`src/rtl/msel_pkg.sv`:
```
// Package for the MET and jet event selector.
// Holds widths, codes, the CORDIC angle table and the controller command types.
// No dependencies.
package msel_pkg;

  localparam int HIST_BINS    = 26;
  localparam int HIST_SETS    = 4;
  localparam int HIST_DEPTH   = HIST_SETS * HIST_BINS;
  localparam int HIST_AW      = $clog2(HIST_DEPTH);
  localparam int BIN_W        = 5;
  localparam int SEL_W        = 2;
  localparam int COUNT_WIDTH  = 32;
  localparam int CORDIC_STEPS = 16;
  localparam int TABLE_STEPS  = 24;
  localparam int STEP_W       = $clog2(TABLE_STEPS);
  localparam int CW           = 34;
  localparam int ZW           = 32;
  localparam int PT_W         = 20;
  localparam int ANG_W        = 16;
  localparam int BW_W         = 16;
  localparam int DIV_STEPS    = PT_W;
  localparam int DSTEP_W      = $clog2(DIV_STEPS);
  localparam int CFG_W        = 20;
  localparam int CFG_IDX_W    = 3;
  localparam int OUT_W        = 32;
  localparam logic [31:0] GAIN_Q32 = 32'h9B74_EDA8;
  localparam logic [ANG_W-1:0] GAP_RESET = 16'h8000;

  typedef enum logic [2:0] {
    MODE_ELECTRON = 3'd0,
    MODE_MUON     = 3'd1,
    MODE_JET      = 3'd2,
    MODE_MET      = 3'd3,
    MODE_READ     = 3'd4
  } mode_t;

  typedef enum logic [CFG_IDX_W-1:0] {
    CFG_LEPTON_PT   = 3'd0,
    CFG_JET_GAP_PT  = 3'd1,
    CFG_MET         = 3'd2,
    CFG_LEADING_JET = 3'd3,
    CFG_GAP_ANGLE   = 3'd4,
    CFG_BIN_WIDTH   = 3'd5
  } cfg_index_t;

  localparam logic KIND_SUMMARY = 1'b0;
  localparam logic KIND_READ    = 1'b1;

  typedef struct packed {
    logic [2:0]        mode;
    logic [PT_W-1:0]   px;
    logic [PT_W-1:0]   py;
    logic [PT_W-1:0]   met_value;
    logic [ANG_W-1:0]  met_angle;
    logic [SEL_W-1:0]  hist_select;
    logic [BIN_W-1:0]  bin_index;
    logic              last_in_event;
  } in_item_t;

  typedef struct packed {
    logic              result_kind;
    logic              veto_passed;
    logic [PT_W-1:0]   leading_jet_pt;
    logic [PT_W-1:0]   missing_et;
    logic [ANG_W-1:0]  min_jet_met_gap;
    logic              in_signal_region;
    logic [OUT_W-1:0]  bin_count;
    logic [OUT_W-1:0]  total_count;
    logic [OUT_W-1:0]  veto_count;
    logic [OUT_W-1:0]  gap_count;
    logic [OUT_W-1:0]  veto_gap_count;
  } out_item_t;

  typedef struct packed {
    logic              load;
    logic              cordic_step;
    logic [STEP_W-1:0] step;
    logic              mul;
    logic              apply_obj;
    logic              eval;
    logic              div_step;
    logic              hist_rd;
    logic              hist_wr;
    logic [SEL_W-1:0]  hist_sel;
    logic              read_rd;
    logic              emit;
  } cmd_t;

  typedef struct packed {
    logic       last;
    logic       veto;
    logic       out_busy;
  } stat_t;

  function automatic logic [ZW-1:0] atan_turn(input logic [STEP_W-1:0] i);
    logic [ZW-1:0] r;
    unique case (i)
      5'd0:    r = 32'h20000000;
      5'd1:    r = 32'h12E4051E;
      5'd2:    r = 32'h09FB385B;
      5'd3:    r = 32'h051111D4;
      5'd4:    r = 32'h028B0D43;
      5'd5:    r = 32'h0145D7E1;
      5'd6:    r = 32'h00A2F61E;
      5'd7:    r = 32'h00517C55;
      5'd8:    r = 32'h0028BE53;
      5'd9:    r = 32'h00145F2F;
      5'd10:   r = 32'h000A2F98;
      5'd11:   r = 32'h000517CC;
      5'd12:   r = 32'h00028BE6;
      5'd13:   r = 32'h000145F3;
      5'd14:   r = 32'h0000A2F9;
      5'd15:   r = 32'h0000517C;
      5'd16:   r = 32'h000028BE;
      5'd17:   r = 32'h0000145F;
      5'd18:   r = 32'h00000A2F;
      5'd19:   r = 32'h00000517;
      5'd20:   r = 32'h0000028B;
      5'd21:   r = 32'h00000145;
      5'd22:   r = 32'h000000A2;
      5'd23:   r = 32'h00000051;
      default: r = '0;
    endcase
    return r;
  endfunction

endpackage

```
`src/rtl/msel_ctrl.sv`:
```
// Controller state machine for the event selector.
// Sequences CORDIC, event evaluation, bin division and histogram updates. Uses msel_pkg.
module msel_ctrl (
  input  logic            clk,
  input  logic            rst,
  input  logic            in_valid,
  input  logic [2:0]      in_mode,
  output logic            in_ready,
  input  msel_pkg::stat_t st,
  output msel_pkg::cmd_t  cmd
);
  import msel_pkg::*;

  typedef enum logic [9:0] {
    S_IDLE   = 10'b00_0000_0001,
    S_CORDIC = 10'b00_0000_0010,
    S_MUL    = 10'b00_0000_0100,
    S_OBJ    = 10'b00_0000_1000,
    S_EVAL   = 10'b00_0001_0000,
    S_DIV    = 10'b00_0010_0000,
    S_HRD    = 10'b00_0100_0000,
    S_HWR    = 10'b00_1000_0000,
    S_RRD    = 10'b01_0000_0000,
    S_EMIT   = 10'b10_0000_0000
  } state_t;

  state_t             state, state_next;
  logic [STEP_W-1:0]  step, step_next;
  logic [DSTEP_W-1:0] dstep, dstep_next;
  logic [SEL_W-1:0]   hsel, hsel_next;

  always_ff @(posedge clk) begin
    if (rst) begin
      state <= S_IDLE;
      step  <= '0;
      dstep <= '0;
      hsel  <= '0;
    end else begin
      state <= state_next;
      step  <= step_next;
      dstep <= dstep_next;
      hsel  <= hsel_next;
    end
  end

  always_comb begin
    state_next = state;
    step_next  = step;
    dstep_next = dstep;
    hsel_next  = hsel;
    in_ready   = 1'b0;
    cmd        = '0;
    cmd.step     = step;
    cmd.hist_sel = hsel;
    unique case (state)
      S_IDLE: begin
        in_ready  = 1'b1;
        cmd.load  = in_valid;
        step_next = '0;
        if (in_valid) begin
          priority case (in_mode)
            MODE_ELECTRON, MODE_MUON, MODE_JET: state_next = S_CORDIC;
            MODE_MET:                           state_next = S_OBJ;
            MODE_READ:                          state_next = S_RRD;
            default:                            state_next = S_IDLE;
          endcase
        end
      end
      S_CORDIC: begin
        cmd.cordic_step = 1'b1;
        step_next = step + 1'b1;
        if (step == STEP_W'(CORDIC_STEPS - 1)) begin
          state_next = S_MUL;
        end
      end
      S_MUL: begin
        cmd.mul    = 1'b1;
        state_next = S_OBJ;
      end
      S_OBJ: begin
        cmd.apply_obj = 1'b1;
        state_next = st.last ? S_EVAL : S_IDLE;
      end
      S_EVAL: begin
        cmd.eval   = 1'b1;
        dstep_next = '0;
        state_next = S_DIV;
      end
      S_DIV: begin
        cmd.div_step = 1'b1;
        dstep_next = dstep + 1'b1;
        if (dstep == DSTEP_W'(DIV_STEPS - 1)) begin
          hsel_next  = st.veto ? SEL_W'(0) : SEL_W'(2);
          state_next = S_HRD;
        end
      end
      S_HRD: begin
        cmd.hist_rd = 1'b1;
        state_next  = S_HWR;
      end
      S_HWR: begin
        cmd.hist_wr = 1'b1;
        if (hsel == SEL_W'(HIST_SETS - 1)) begin
          state_next = S_EMIT;
        end else begin
          hsel_next  = hsel + 1'b1;
          state_next = S_HRD;
        end
      end
      S_RRD: begin
        cmd.read_rd = 1'b1;
        state_next  = S_EMIT;
      end
      S_EMIT: begin
        if (!st.out_busy) begin
          cmd.emit   = 1'b1;
          state_next = S_IDLE;
        end
      end
      default: state_next = S_IDLE;
    endcase
  end
endmodule

```
`config.mk`:
```
export PLATFORM = sky130hd
export DESIGN_NAME = msel_ctrl
export DESIGN_NICKNAME = d
export VERILOG_FILES = /design/src/rtl/msel_pkg.sv /design/src/rtl/msel_ctrl.sv
export SDC_FILE = /design/constraint.sdc
export NUM_CORES = 1
export LEC_CHECK = 0
export BUFFER_PORTS_ARGS = -buffer_cell sky130_fd_sc_hd__buf_4
export CAP_MARGIN = 10
export CORE_MARGIN = 3
export CORE_UTILIZATION = 38
export CTS_BUF_LIST = sky130_fd_sc_hd__clkbuf_16
export DETAILED_ROUTE_END_ITERATION = 8
export SYNTH_ARGS = -nofsm -noshare
export SYNTH_HDL_FRONTEND = slang
export SYNTH_SLANG_ARGS = --single-unit
export TNS_END_PERCENT = 20
```
`constraint.sdc`:
```
create_clock -name clk -period 2.7 [get_ports clk]
set_input_delay 0.135 -clock clk [delete_from_list [all_inputs] [get_ports clk]]
set_output_delay 0.135 -clock clk [all_outputs]
set_load 0.02 [all_outputs]
```
# Yosys cells after proc, flatten, opt, wreduce, memory -nomap -nowiden

Index checks and enable logic that the tools add are counted.
Widths: inputs -> output; s select.

Bits in registers: 22
Input port bits: 9
Output and inout bits: 18
Word-level logic and storage cells: 62

Add/sub/neg operators: 3
Eq/ne operators: 22
Multiplexer cells: 26
Reduce and logical (&&, ||, !) cells: 7

Operators by type and width:

| kind                 | number |
|---|---|
| $pmux 10 s10         | 1 |
| $mux 10              | 5 |
| $pmux 9 s3           | 1 |
| $pmux 5 s2           | 2 |
| $mux 1               | 12 |
| $add 5x1->5 const B  | 2 |
| $eq 10x1->1 const B  | 1 |
| $eq 10x10->1 const B | 1 |
| $eq 10x2->1 const B  | 1 |
| $eq 10x3->1 const B  | 1 |
| $eq 10x4->1 const B  | 1 |
| $eq 10x5->1 const B  | 1 |
| $eq 10x6->1 const B  | 1 |
| $eq 10x7->1 const B  | 1 |
| $eq 10x8->1 const B  | 1 |
| $eq 10x9->1 const B  | 1 |
| $ne 2x2->1 const B   | 5 |
| $eq 3x2->1 const B   | 2 |
| $mux 2               | 3 |
| $reduce_bool 2->1    | 3 |
| $eq 5x4->1 const B   | 1 |
| $eq 5x5->1 const B   | 1 |
| $mux 5               | 1 |
| $pmux 2 s2           | 1 |
| other kinds (8)      | 8 |

# Longest topological paths before layout

Gate-level depths: netlist of the first run.

Depth after elaboration: 5
Mapped depth: 8
Depth with buffers taken out: 7

# Worst setup path before layout of the first run

OpenSTA, ideal clock, no wires.

Kind: register to output
Start point: register state[7]
End point: output cmd[16] (netlist name)
Data arrival time: 1773 ps
Required time: 2565 ps
Path slack: 792 ps
Cell stages (with the launch flop): 6
Path buffers: 2
Cells stage by stage: dfxtp_1 -> buf_6 -> or4_4 -> buf_6 -> nor3_2 -> and2_1

RTL lines:

| what                   | line            | RTL |
|---|---|---|
| start, declared        | msel_ctrl.sv:27 | `state_t state, state_next;` |
| start signal, assigned | msel_ctrl.sv:39 | `state <= state_next;` |
| end, declared          | msel_ctrl.sv:10 | `output msel_pkg::cmd_t cmd` |

==> impl_results.md, run 1 <==
* Class of the tightest hold or removal check: primary input to register
* Global-route wire length before repair at 5.55 mm
* Final Hold Vio Count at 0
* Number of fill cells at 337
* Most common cell after layout, fill and taps aside: buf_4
* Gate count after technology mapping at 159
* Share of synthesized cell area in full adder, half adder and majority cells at 0.0381
* Half-perimeter wire length after detailed placement at 2.39 mm
* Insertion delay of the later-clocked pin in the worst-skew pair at 250 ps
* Via count of the first global-routing pass at around 1200
* Clock tree from TritonCTS: yes
* CP Max Fanout at 12
* Total power consumption of the routed design at 0.000748 W
* Number of synthesized register bits at 22
* Final setup viols at 0
* Power Dens Cells at approximately 470 nW/um^2
* Area Growth Syn to Fin at 21.1%
* IR Drop Worst-Case VDD at 0.242 mV
* Async S/R FF share, synth at 0
* Final antenna-violating net count at 0
* Residual DRC at 0
* Syn avg cell area at slightly above 8 sq um
* Number of enable flip-flop cells after synthesis at 0
* Storage cell area at 440 sq um
* Area of the core at 3180 sq um
* Unique masters post-synth at between 40 and 50
* IO Count at 27
* GR Overflow Total at 0
* Horizontal die dimension at 64.8 um
* Switching share of power at 0.242
* Count of port buffers added during placement at 26
* Placed insts at 220
* Post-Synth XOR/XNOR Area at 0.0200
* Number of clock sinks at 22
* Post CTS Setup Buffer Count at 0
* Area after detailed placement at 1510 sq um
* Antenna fix cells at 0
* Worst relative slew slack at 0.494
* Cell Rows at 20
* All-Layer GR Usage at 0.166
* Starting Density at 0.413
* Die Y-Extent at 64.8 um
* Pleak at 0.675 nW
* Arr. time, crit path at 2340 ps
* Switching Power at roughly 0.00018 W
* Internal cell power at 0.000567 W
* Post-Route Skew at 2.62 ps
* Dominant synthesized flop cell: dfxtp_1
* Library cell occupying the most area in the post-synthesis netlist: dfxtp_1
* Footprint of the multi-input gates at 803 sq um
* Worst-Margin Slew at 752 ps
* Sequential power share at 0.456
* Multiplexer fraction of the synthesized cell area at 0.0324
* Area fraction in compound gates after synthesis at 0.140
* Utilization after layout at 0.500
* Dominant combinational cell family by area after synthesis: simple AND/OR/NAND/NOR gates
* Cells taking the most area after synthesis: dfxtp_1, nor2_1, ha_1
* Clock Root Buffer: clkbuf_16
* Share of the clock period used by the worst path after layout at 0.916
* Final std cell area, no fill at 1590 sq um
* Final max-slew violation count at 0
* Total clock buffers created by CTS at 3
* Req. time, crit path at 2570 ps
* Routed len/inst at 14.1 um
* Detailed Route Iter0 Violations at 92
* Launch point of the worst path: state[1]
* Number of nets produced by synthesis at 172
* Max-cap violation count at 0
* Yosys warning total at 0
* Number of search-and-repair iterations in the first detailed-routing pass at 4
* Mapped Area at 1310 sq um
* Worst setup SP type: register
* Hold wc startpoint: st[2]
* Clock Power Share at 0.409
* Share of the yosys chip area belonging to registers at 0.336
* DRT Wirelength at ~3.1 mm
* Layout Cells excl Fill at 223
* Sum of negative setup slack at 0 ps
* Total number of vias at 1243
* CTS HTree Levels at 1
* CTS max path bufs at 2
* Share of synthesized cell area in and, or, nand and nor gates at 0.381
* Largest net degree at the start of global routing at 18
* Final min period at 2470 ps
* Top achievable clock speed at slightly above 0.4 GHz
* FF-to-FF path depth at 4
* Crit Path Category: register to output pin
* Combinational cell fraction of total power at 0.134
* Post-layout nets at 194
* Total of cells resized after clock tree synthesis at 0
* Startpoint of the worst-slack reg-to-reg timing path: state[1]
* Result of the run: complete, no violations
* Number of vias per cell after detailed routing at 5.57
* Number of antenna violations at the first check in global routing at 0
* Area share of the largest cell type after synthesis at 0.336
* Hold_buf cts at 0
* Layout cell share with drive strength beyond 1 at 0.223
* Worst Hold Depth at 2
* Sort of element at the end of the critical path: output pin
* Most used cells in the layout excluding fill and tap cells: buf_4, nor2_1, dfxtp_1
* Setup repair after global routing missed its margin: false
* Post-CTS clock slew at the launch and capture registers of the worst setup and hold paths at 60 ps
* Global placement routability congestion at 0.822
* Area of the die at 4200 sq um
-- Yosys cell counts (3+ instances only) --
| cell | number |
|---|---|
| a21oi_1 | 9 |
| and2_1 | 3 |
| and3_1 | 7 |
| clkbuf_1 | 6 |
| dfxtp_1 | 22 |
| ha_1 | 4 |
| inv_1 | 3 |
| nand2_1 | 9 |
| nand2b_1 | 4 |
| nand3_1 | 6 |
| nor2_1 | 23 |
| nor2b_1 | 4 |
| nor3_1 | 4 |
| nor4_1 | 4 |
| nor4b_1 | 4 |
| o21ai_0 | 4 |
-- through the flow --
stage / hold slack [ps] / worst slack, ps
after CTS: 141 / 288
after detailed placement: 402 / 580
after global placement: 397 / 639
after global routing: 165 / 86.4
after floorplan: 261 / 792
final: 142 / 228
-- final timing paths --
path / endpoint / slack [ps]
max: cmd[5] / 230
min: state[4] / 140
max reg2reg: state[7] / 550
min reg2reg: dstep[4] / 490
-- routing by layer --
layer | up-vias | GRT usage | wire, um
met5 | - | 0 | 0
met4 | 0 | 0.0237 | 19
met3 | 2 | 0.0329 | 149
met2 | 31 | 0.285 | 1510
met1 | 591 | 0.218 | 1470
li1 | 619 | - | -
-- kinds of logic after synthesis --
family,Yosys count
AOI/OAI and AO/OA,28
xor gates and xnor gates,3
buffers and inverters,14
adders and majority gates,4
DFF,22
muxes,4
and+or+nand+nor,84
-- critical path, cell delays in order, from the launching register on --
cell and delay, ps:
dfxtp_1 420, nor4_1 720, nor4b_1 520, and3_1 270, buf_4 150
-- flip-flops by register name (all words and copies together), names as in the netlist --
register  flops
dstep         5
hsel          2
state        10
step          5
-- layout make-up --
type,count,area share
sequential,22,0.277
clock buffer,3,0.0472
multi-input combinational,123,0.506
inverter,5,0.0126
tap,44,0.0346
timing repair buffer,26,0.123
-- power by group through the flow --
stage	clock (W)	combinational (W)	sequential (W)
finish	0.000306	0.000100	0.000341
global route	0.000329	0.000114	0.000343
CTS	0.000317	0.000101	0.000341
detailed placement	0	0.000101	0.000348
global placement	0	0.0000973	0.000348
floorplan	0	0.0000739	0.000339
No activity file was read; power rests on OpenSTA's default activity.
==> run 2: changes to the inputs <==
--- a/config.mk
+++ b/config.mk
@@ -5,12 +5,14 @@
 export SDC_FILE = /design/constraint.sdc
 export NUM_CORES = 1
 export LEC_CHECK = 0
+export ABC_AREA = 1
 export BUFFER_PORTS_ARGS = -buffer_cell sky130_fd_sc_hd__buf_4
 export CAP_MARGIN = 10
 export CORE_MARGIN = 3
 export CORE_UTILIZATION = 38
 export CTS_BUF_LIST = sky130_fd_sc_hd__clkbuf_16
 export DETAILED_ROUTE_END_ITERATION = 8
+export REMOVE_ABC_BUFFERS = 1
 export SYNTH_ARGS = -nofsm -noshare
 export SYNTH_HDL_FRONTEND = slang
 export SYNTH_SLANG_ARGS = --single-unit
==> impl_results.md, run 2 <==
* Count of port buffers added during placement at 26 (unchanged)
* Cells taking the most area after synthesis: dfxtp_1, nand2_1, inv_1 (was dfxtp_1, nor2_1, ha_1)
* Insertion delay of the later-clocked pin in the worst-skew pair at 250 ps (about the same)
* Arr. time, crit path at 1550 ps (was 2340 ps)
* Pleak at 0.875 nW (was 0.675 nW)
* Area share of the largest cell type after synthesis at 0.319 (was 0.336)
* Most used cells in the layout excluding fill and tap cells: nand2_1, inv_1, buf_4 (was buf_4, nor2_1, dfxtp_1)
* Register with the highest flop count: state (unchanged)
* Hold_buf cts at 0 (unchanged)
* Final max-slew violation count at 0 (unchanged)
* Post-Route M1 WL at 1.55 mm (was 1.47 mm)
* Post-Synth XOR/XNOR Area at 0.0191 (was 0.0200)
* Post-Route Skew at 1.88 ps (was 2.62 ps)
* Final min period at 1690 ps (was 2470 ps)
* Starting Density at 0.404 (was 0.413)
* Number of antenna violations at the first check in global routing at 0 (unchanged)
* Routed len/inst at 10.9 um (was 14.1 um)
* DRT Wirelength at 3.06 mm (was 3.15 mm)
* Clock Root Buffer: clkbuf_16 (unchanged)
* Layout Cells excl Fill at 281 (was 223)
* Total clock buffers created by CTS at 3 (unchanged)
* Detailed Route Iter0 Violations at 51 (was 92)
* Async S/R FF share, synth at 0 (unchanged)
* Placed insts at 277 (was 220)
* Area of the die at 4390 sq um (was 4200 sq um)
* Cell Rows at 21 (was 20)
* Registers with the most flip-flops: state (10), dstep (5), step (5) (unchanged)
* Worst setup SP type: register (unchanged)
* Clock Power Share at 0.321 (was 0.409)
* Area of the core at 3420 sq um (was 3180 sq um)
* Class of the tightest hold or removal check: primary input to register (unchanged)
* Final setup viols at 0 (unchanged)
* IO Count at 27 (unchanged)
* Setup repair after global routing missed its margin: false (unchanged)
* CP Max Fanout at 6 (was 12)
* CTS HTree Levels at 1 (unchanged)
* Sequential power share at 0.366 (was 0.456)
* Final antenna-violating net count at 0 (unchanged)
* Post CTS Setup Buffer Count at 0 (unchanged)
* Half-perimeter wire length after detailed placement at 2.34 mm (was 2.39 mm)
* Dominant synthesized flop cell: dfxtp_1 (unchanged)
* CTS max path bufs at 2 (unchanged)
* Result of the run: complete, no violations (unchanged)
* Crit Path Category: register to output pin (unchanged)
* Antenna fix cells at 0 (unchanged)
* Top achievable clock speed at 0.592 GHz (was 0.405 GHz)
* Total number of vias at 1301 (was 1243)
* Syn avg cell area at 6.66 sq um (was 8.25 sq um)
* GR Overflow Total at 0 (unchanged)
* IR Drop Worst-Case VDD at 0.497 mV (was 0.242 mV)
* Worst relative slew slack at 0.722 (was 0.494)
* Library cell occupying the most area in the post-synthesis netlist: dfxtp_1 (unchanged)
* Internal cell power at 0.000643 W (was 0.000567 W)
* Layout cell share with drive strength beyond 1 at 0.217 (was 0.223)
* Share of the clock period used by the worst path after layout at 0.625 (was 0.916)
* Mapped Area at 1380 sq um (was 1310 sq um)
* Worst-Margin Slew at 417 ps (was 752 ps)
* Number of fill cells at 360 (was 337)
* Share of synthesized cell area in and, or, nand and nor gates at 0.427 (was 0.381)
* Switching Power at 0.000336 W (was 0.000181 W)
* Final Hold Vio Count at 0 (unchanged)
* Area Growth Syn to Fin at 23.5% (was 21.1%)
* Post-CTS clock slew at the launch and capture registers of the worst setup and hold paths at 60 ps (about the same)
* Sort of element at the end of the critical path: output pin (unchanged)
* Power Dens Cells at 574 nW/um^2 (was 470 nW/um^2)
* Area fraction in compound gates after synthesis at 0.0871 (was 0.140)
* Worst Hold Depth at 2 (unchanged)
* Max layer used: met4 (unchanged)
* Die Y-Extent at 66.2 um (was 64.8 um)
* Post-layout nets at 249 (was 194)
* Global-route wire length before repair at 5.27 mm (was 5.55 mm)
* Largest net degree at the start of global routing at 14 (was 18)
* Unique masters post-synth at 27 (was 46)
* Most numerous cell types in the synthesized netlist: nand2_1, inv_1, nand3_1, nor2_1, dfxtp_1 (was nor2_1, dfxtp_1, a21oi_1, nand2_1, and3_1)
* Number of enable flip-flop cells after synthesis at 0 (unchanged)
* Share of synthesized cell area in full adder, half adder and majority cells at 0.0363 (was 0.0381)
* DR WL met3 at 141 um (was 149 um)
* Total of cells resized after clock tree synthesis at 0 (unchanged)
* Gate count after technology mapping at 207 (was 159)
* Amount of wire on met2 after detailed routing at 1.35 mm (was 1.51 mm)
* Number of vias per cell after detailed routing at 4.63 (was 5.57)
* Global placement routability congestion at 0.807 (was 0.822)
* All-Layer GR Usage at 0.156 (was 0.166)
* Clock tree from TritonCTS: yes (unchanged)
* Combinational cell fraction of total power at 0.313 (was 0.134)
* Share of the yosys chip area belonging to registers at 0.319 (was 0.336)
* Dominant combinational cell family by area after synthesis: simple AND/OR/NAND/NOR gates (unchanged)
* Req. time, crit path at 2570 ps (about the same)
* Number of flip-flops under the largest register name at 10 (unchanged)
* FF-to-FF path depth at 10 (was 4)
* Number of synthesized register bits at 22 (unchanged)
* Most common cell after layout, fill and taps aside: nand2_1 (was buf_4)
* Horizontal die dimension at 66.2 um (was 64.8 um)
* Via count of the first global-routing pass at 1189 (was 1176)
* Switching share of power at 0.343 (was 0.242)
* Number of search-and-repair iterations in the first detailed-routing pass at 4 (unchanged)
* Yosys warning total at 0 (unchanged)
* Number of clock sinks at 22 (unchanged)
* Library cell with the highest instance count after synthesis: nand2_1 (was nor2_1)
* Multiplexer fraction of the synthesized cell area at 0 (was 0.0324)
* Sum of negative setup slack at 0 ps (unchanged)
* Max-cap violation count at 0 (unchanged)
* Residual DRC at 0 (unchanged)
[run 2: changes by cell type in the layout (fill, tap and decap cells not counted), moves of 4 or more]
cell / delta
and3_1: -7
inv_1: +33
nand2_1: +36
nand2b_1: -4
nand3_1: +17
nor2_4: +7
nor2b_1: -4
nor4b_1: -4
o21ai_0: +4
[run 2: area by class of cell]
class | count | area (sq um) | share of cell area
Multi-Input combinational cell | 145 | 786 | 0.461
Timing Repair Buffer | 26 | 195 | 0.115
Inverter | 38 | 145 | 0.0852
Clock inverter | 1 | 3.75 | 0.00220
Tap cell | 46 | 57.6 | 0.0338
Sequential cell | 22 | 440 | 0.259
Clock buffer | 3 | 75.1 | 0.0441
[run 2: per-stage QoR]
step | hold WS, ps | cell area [sq um] | power (W) | worst slack [ps] | util
2_1_floorplan | 204 | 1370 | 0.000586 | 1120 | -
6_report | 126 | 1700 | 0.000978 | 1010 | 0.499
4_1_cts | 129 | 1700 | 0.000995 | 993 | 0.499
3_5_place_dp | 405 | 1620 | 0.000672 | 1170 | 0.475
5_1_grt | 142 | 1700 | 0.00105 | 842 | 0.499
3_3_place_gp | 400 | 1620 | 0.000676 | 1210 | 0.475
[run 2: path summary, 6_finish.rpt]
check | from | endpoint | slack, ps
min | rst | dstep[1] | 130
max | state[8] | cmd[5] | 1010
max reg2reg | step[0] | state[1] | 1160
min reg2reg | step[3] | step[3] | 480
[run 2: logic make-up (layout without fill, tap and decap cells)]
group	after synthesis	after routing
adder cells (fa/ha/maj)	4	4
XOR/XNOR	3	3
buffers and inverters	40	68
AO/OA/AOI/OAI	23	23
AND/OR/NAND/NOR	115	115
flip-flops	22	22
[run 2: critical path: stages, from the launching register on]
cell     delay [ps]
dfxtp_1         310
inv_1            80
nand2_2         140
nor2_2          210
nand3_1         150
nor3_2          220
buf_4           190
[run 2: power groups by stage]
stage	combinational (W)	sequential, W	clock (W)
finish	0.000306	0.000358	0.000314
global route	0.000345	0.000361	0.000340
CTS	0.000308	0.000358	0.000329
detailed placement	0.000307	0.000366	0
global placement	0.000310	0.000366	0
floorplan	0.000221	0.000365	0
[run 2: per-layer routing]
metal  vias up  track usage
met1       567        0.201
met3         2       0.0408
met2        23        0.255
li1        709            -
met5         -            0
met4         0       0.0381
==> run 3: changes to the inputs <==
--- a/config.mk
+++ b/config.mk
@@ -5,7 +5,7 @@
 export SDC_FILE = /design/constraint.sdc
 export NUM_CORES = 1
 export LEC_CHECK = 0
-export ABC_AREA = 1
+export ABC_AREA = 0
 export BUFFER_PORTS_ARGS = -buffer_cell sky130_fd_sc_hd__buf_4
 export CAP_MARGIN = 10
 export CORE_MARGIN = 3
==> constraint.sdc (replaced) <==
create_clock -name clk -period 1.4 [get_ports clk]
set_input_delay 0.07 -clock clk [delete_from_list [all_inputs] [get_ports clk]]
set_output_delay 0.07 -clock clk [all_outputs]
set_load 0.02 [all_outputs]
==> impl_results.md, run 3 (same netlist as run 1, synthesis figures left out) <==
* Worst relative slew slack at 0.713 (was 0.722)
* Total power consumption of the routed design at 0.00162 W (was 0.000978 W)
* Req. time, crit path at 1330 ps (was 2570 ps)
* Hold_buf cts at 0 (unchanged)
* Final max-slew violation count at 0 (unchanged)
* Sort of element at the end of the critical path: output pin (unchanged)
* Number of search-and-repair iterations in the first detailed-routing pass at 4 (unchanged)
* Cell seen most often among critical-path stages: buf_6
* Violated checks: setup timing
* DRT Wirelength at 4.15 mm (was 3.06 mm)
* Final Hold Vio Count at 0 (unchanged)
* Arr. time, crit path at 1830 ps (was 1550 ps)
* Share of the clock period used by the worst path after layout at 1.36
* Power Dens Cells at 721 nW/um^2 (was 574 nW/um^2)
* Half-perimeter wire length after detailed placement at 2.91 mm (was 2.34 mm)
* Area of the die at 4200 sq um (was 4390 sq um)
* Register with the highest flop count: state (unchanged)
* GR Overflow Total at 0 (unchanged)
* Final setup viols at 33 (was 0)
* Post-CTS clock slew at the launch and capture registers of the worst setup and hold paths at 60 ps (about the same)
* Longest individual stage delay on the worst path at 580 ps (was 310 ps)
* Post-Route Skew at 4.27 ps (was 1.88 ps)
* Clock Root Buffer: clkbuf_16 (unchanged)
* Cell at the slowest stage of the critical path: or4_4 (was dfxtp_1)
* Die Y-Extent at 64.8 um (was 66.2 um)
* Residual DRC at 0 (unchanged)
* Crit Path Category: register to output pin (unchanged)
* CTS max path bufs at 2 (unchanged)
* Result of the run: finished with violations (was complete, no violations)
* Family with the most delay on the worst path: simple AND/OR/NAND/NOR gates (unchanged)
* Worst Hold Depth at 2 (unchanged)
* Detailed Route Iter0 Violations at 131 (was 51)
* Number of antenna violations at the first check in global routing at 0 (unchanged)
* Most used cells in the layout excluding fill and tap cells: buf_4, nor2_1, buf_6 (was nand2_1, inv_1, buf_4)
* Top achievable clock speed at 0.525 GHz
* Setup repair after global routing missed its margin: true (was false)
* CP Max Fanout at 5 (was 6)
* Worst setup margin at -504 ps (was 1010 ps)
* Layout cell share with drive strength beyond 1 at 0.536 (was 0.217)
* Largest net degree at the start of global routing at 18 (was 14)
* Critical path depth in cells at 5 (was 6)
* All-Layer GR Usage at 0.200 (was 0.156)
* Max-cap violation count at 0 (unchanged)
* Total number of vias at 1461 (was 1301)
* Number of clock sinks at 22 (unchanged)
* Worst-Margin Slew at 424 ps (was 417 ps)
* Area of the core at 3180 sq um (was 3420 sq um)
* CTS HTree Levels at 1 (unchanged)
* Utilization after layout at 0.706 (was 0.499)
* Clock tree from TritonCTS: yes (unchanged)
* Total clock buffers created by CTS at 3 (unchanged)
* Pleak at 1.01 nW (was 0.875 nW)
* Horizontal die dimension at 64.8 um (was 66.2 um)
* Global placement routability congestion at 0.800 (was 0.807)
* Global-route wire length before repair at 6.62 mm (was 5.27 mm)
* Starting Density at 0.413 (was 0.404)
* Antenna fix cells at 0 (unchanged)
* Insertion delay of the later-clocked pin in the worst-skew pair at 250 ps (about the same)
* Placed insts at 266 (was 277)
* Routed len/inst at 14.9 um (was 10.9 um)
* Final min period at 1900 ps
* Most common cell after layout, fill and taps aside: buf_4 (was nand2_1)
* Number of vias per cell after detailed routing at 5.24 (was 4.63)
* Number of flip-flops under the largest register name at 10 (unchanged)
* Worst setup SP type: register (unchanged)
* IR Drop Worst-Case VDD at 0.641 mV (was 0.497 mV)
* Area Growth Syn to Fin at 71.0% (was 23.5%)
* IO Count at 27 (unchanged)
* Count of port buffers added during placement at 26 (unchanged)
* Cell Rows at 20 (was 21)
* Cells along the critical path: or4_4, or3_4, clkinv_4, buf_6, buf_6 (was inv_1, nand2_2, nor2_2, nand3_1, nor3_2, buf_4)
* Sum of negative setup slack at -11260 ps (was 0 ps)
* Final antenna-violating net count at 0 (unchanged)
* Post-layout nets at 249 (unchanged)
* FF-to-FF path depth at 6 (was 10)
* Registers with the most flip-flops: state (10), dstep (5), step (5) (unchanged)
* Via count of the first global-routing pass at 1493 (was 1189)
* Layout Cells excl Fill at 279 (was 281)
* Buffers plus inverters on the worst setup path at 3 (was 2)
* Class of the tightest hold or removal check: primary input to register (unchanged)
* Pre-CTS setup slack at -398 ps (was 1170 ps)
-- run 3: final cells by class --
cell class,count,area (sq um)
multi-input cells,123,963
fillers,240,933
repair buffers,81,676
flip-flops and latches,22,447
clock buffers,3,75.1
well taps,44,55.1
inverters,5,25.0
clock inverters,1,3.75
-- run 3: worst paths after layout --
check	from	endpoint	slack [ps]
setup / recovery	state[8]	cmd[15]	-500
hold / removal	st[2]	state[4]	90
setup reg to reg	state[3]	step[3]	-500
hold reg to reg	hsel[1]	hsel[1]	540
-- run 3: report_power, final --
group | internal, W | leakage, nW | switching (W)
sequential | 0.000635 | 0.180 | 0.0000104
combinational | 0.000194 | 0.794 | 0.000177
clock | 0.000381 | 0.0385 | 0.000221
total | 0.00121 | 1.01 | 0.000409
-- run 3: layer usage --
layer  vias up  GRT usage  wire length, um
met1       696      0.241             1650
li1        731          -                -
met5         -          0                0
met3         6     0.0295              148
met4         0     0.0475               58
met2        28      0.368             2280
-- run 3: metrics by stage --
| stage | hold WS [ps] | cell area [sq um] |
|---|---|---|
| after floorplan | 132 | 1260 |
| after global placement | 324 | 1860 |
| after detailed placement | 342 | 1860 |
| after CTS | 83.4 | 2170 |
| after global routing | 91.9 | 2240 |
| final | 85.5 | 2240 |
-- run 3: worst reg2reg max path: stages (launching register included) --
cell and delay [ps]:
dfxtp_2 320, or4_4 550, buf_6 150, or2_4 260, nor4b_2 260, o21bai_1 130, a21oi_2 160
-- run 3: what timing repair did --
| item | in CTS | in global routing |
|---|---|---|
| pin swaps | 15 | 3 |
| endpoints found under the setup margin | 33 | 33 |
| setup buffers | 7 | 2 |
| gates resized for setup | 45 | 15 |
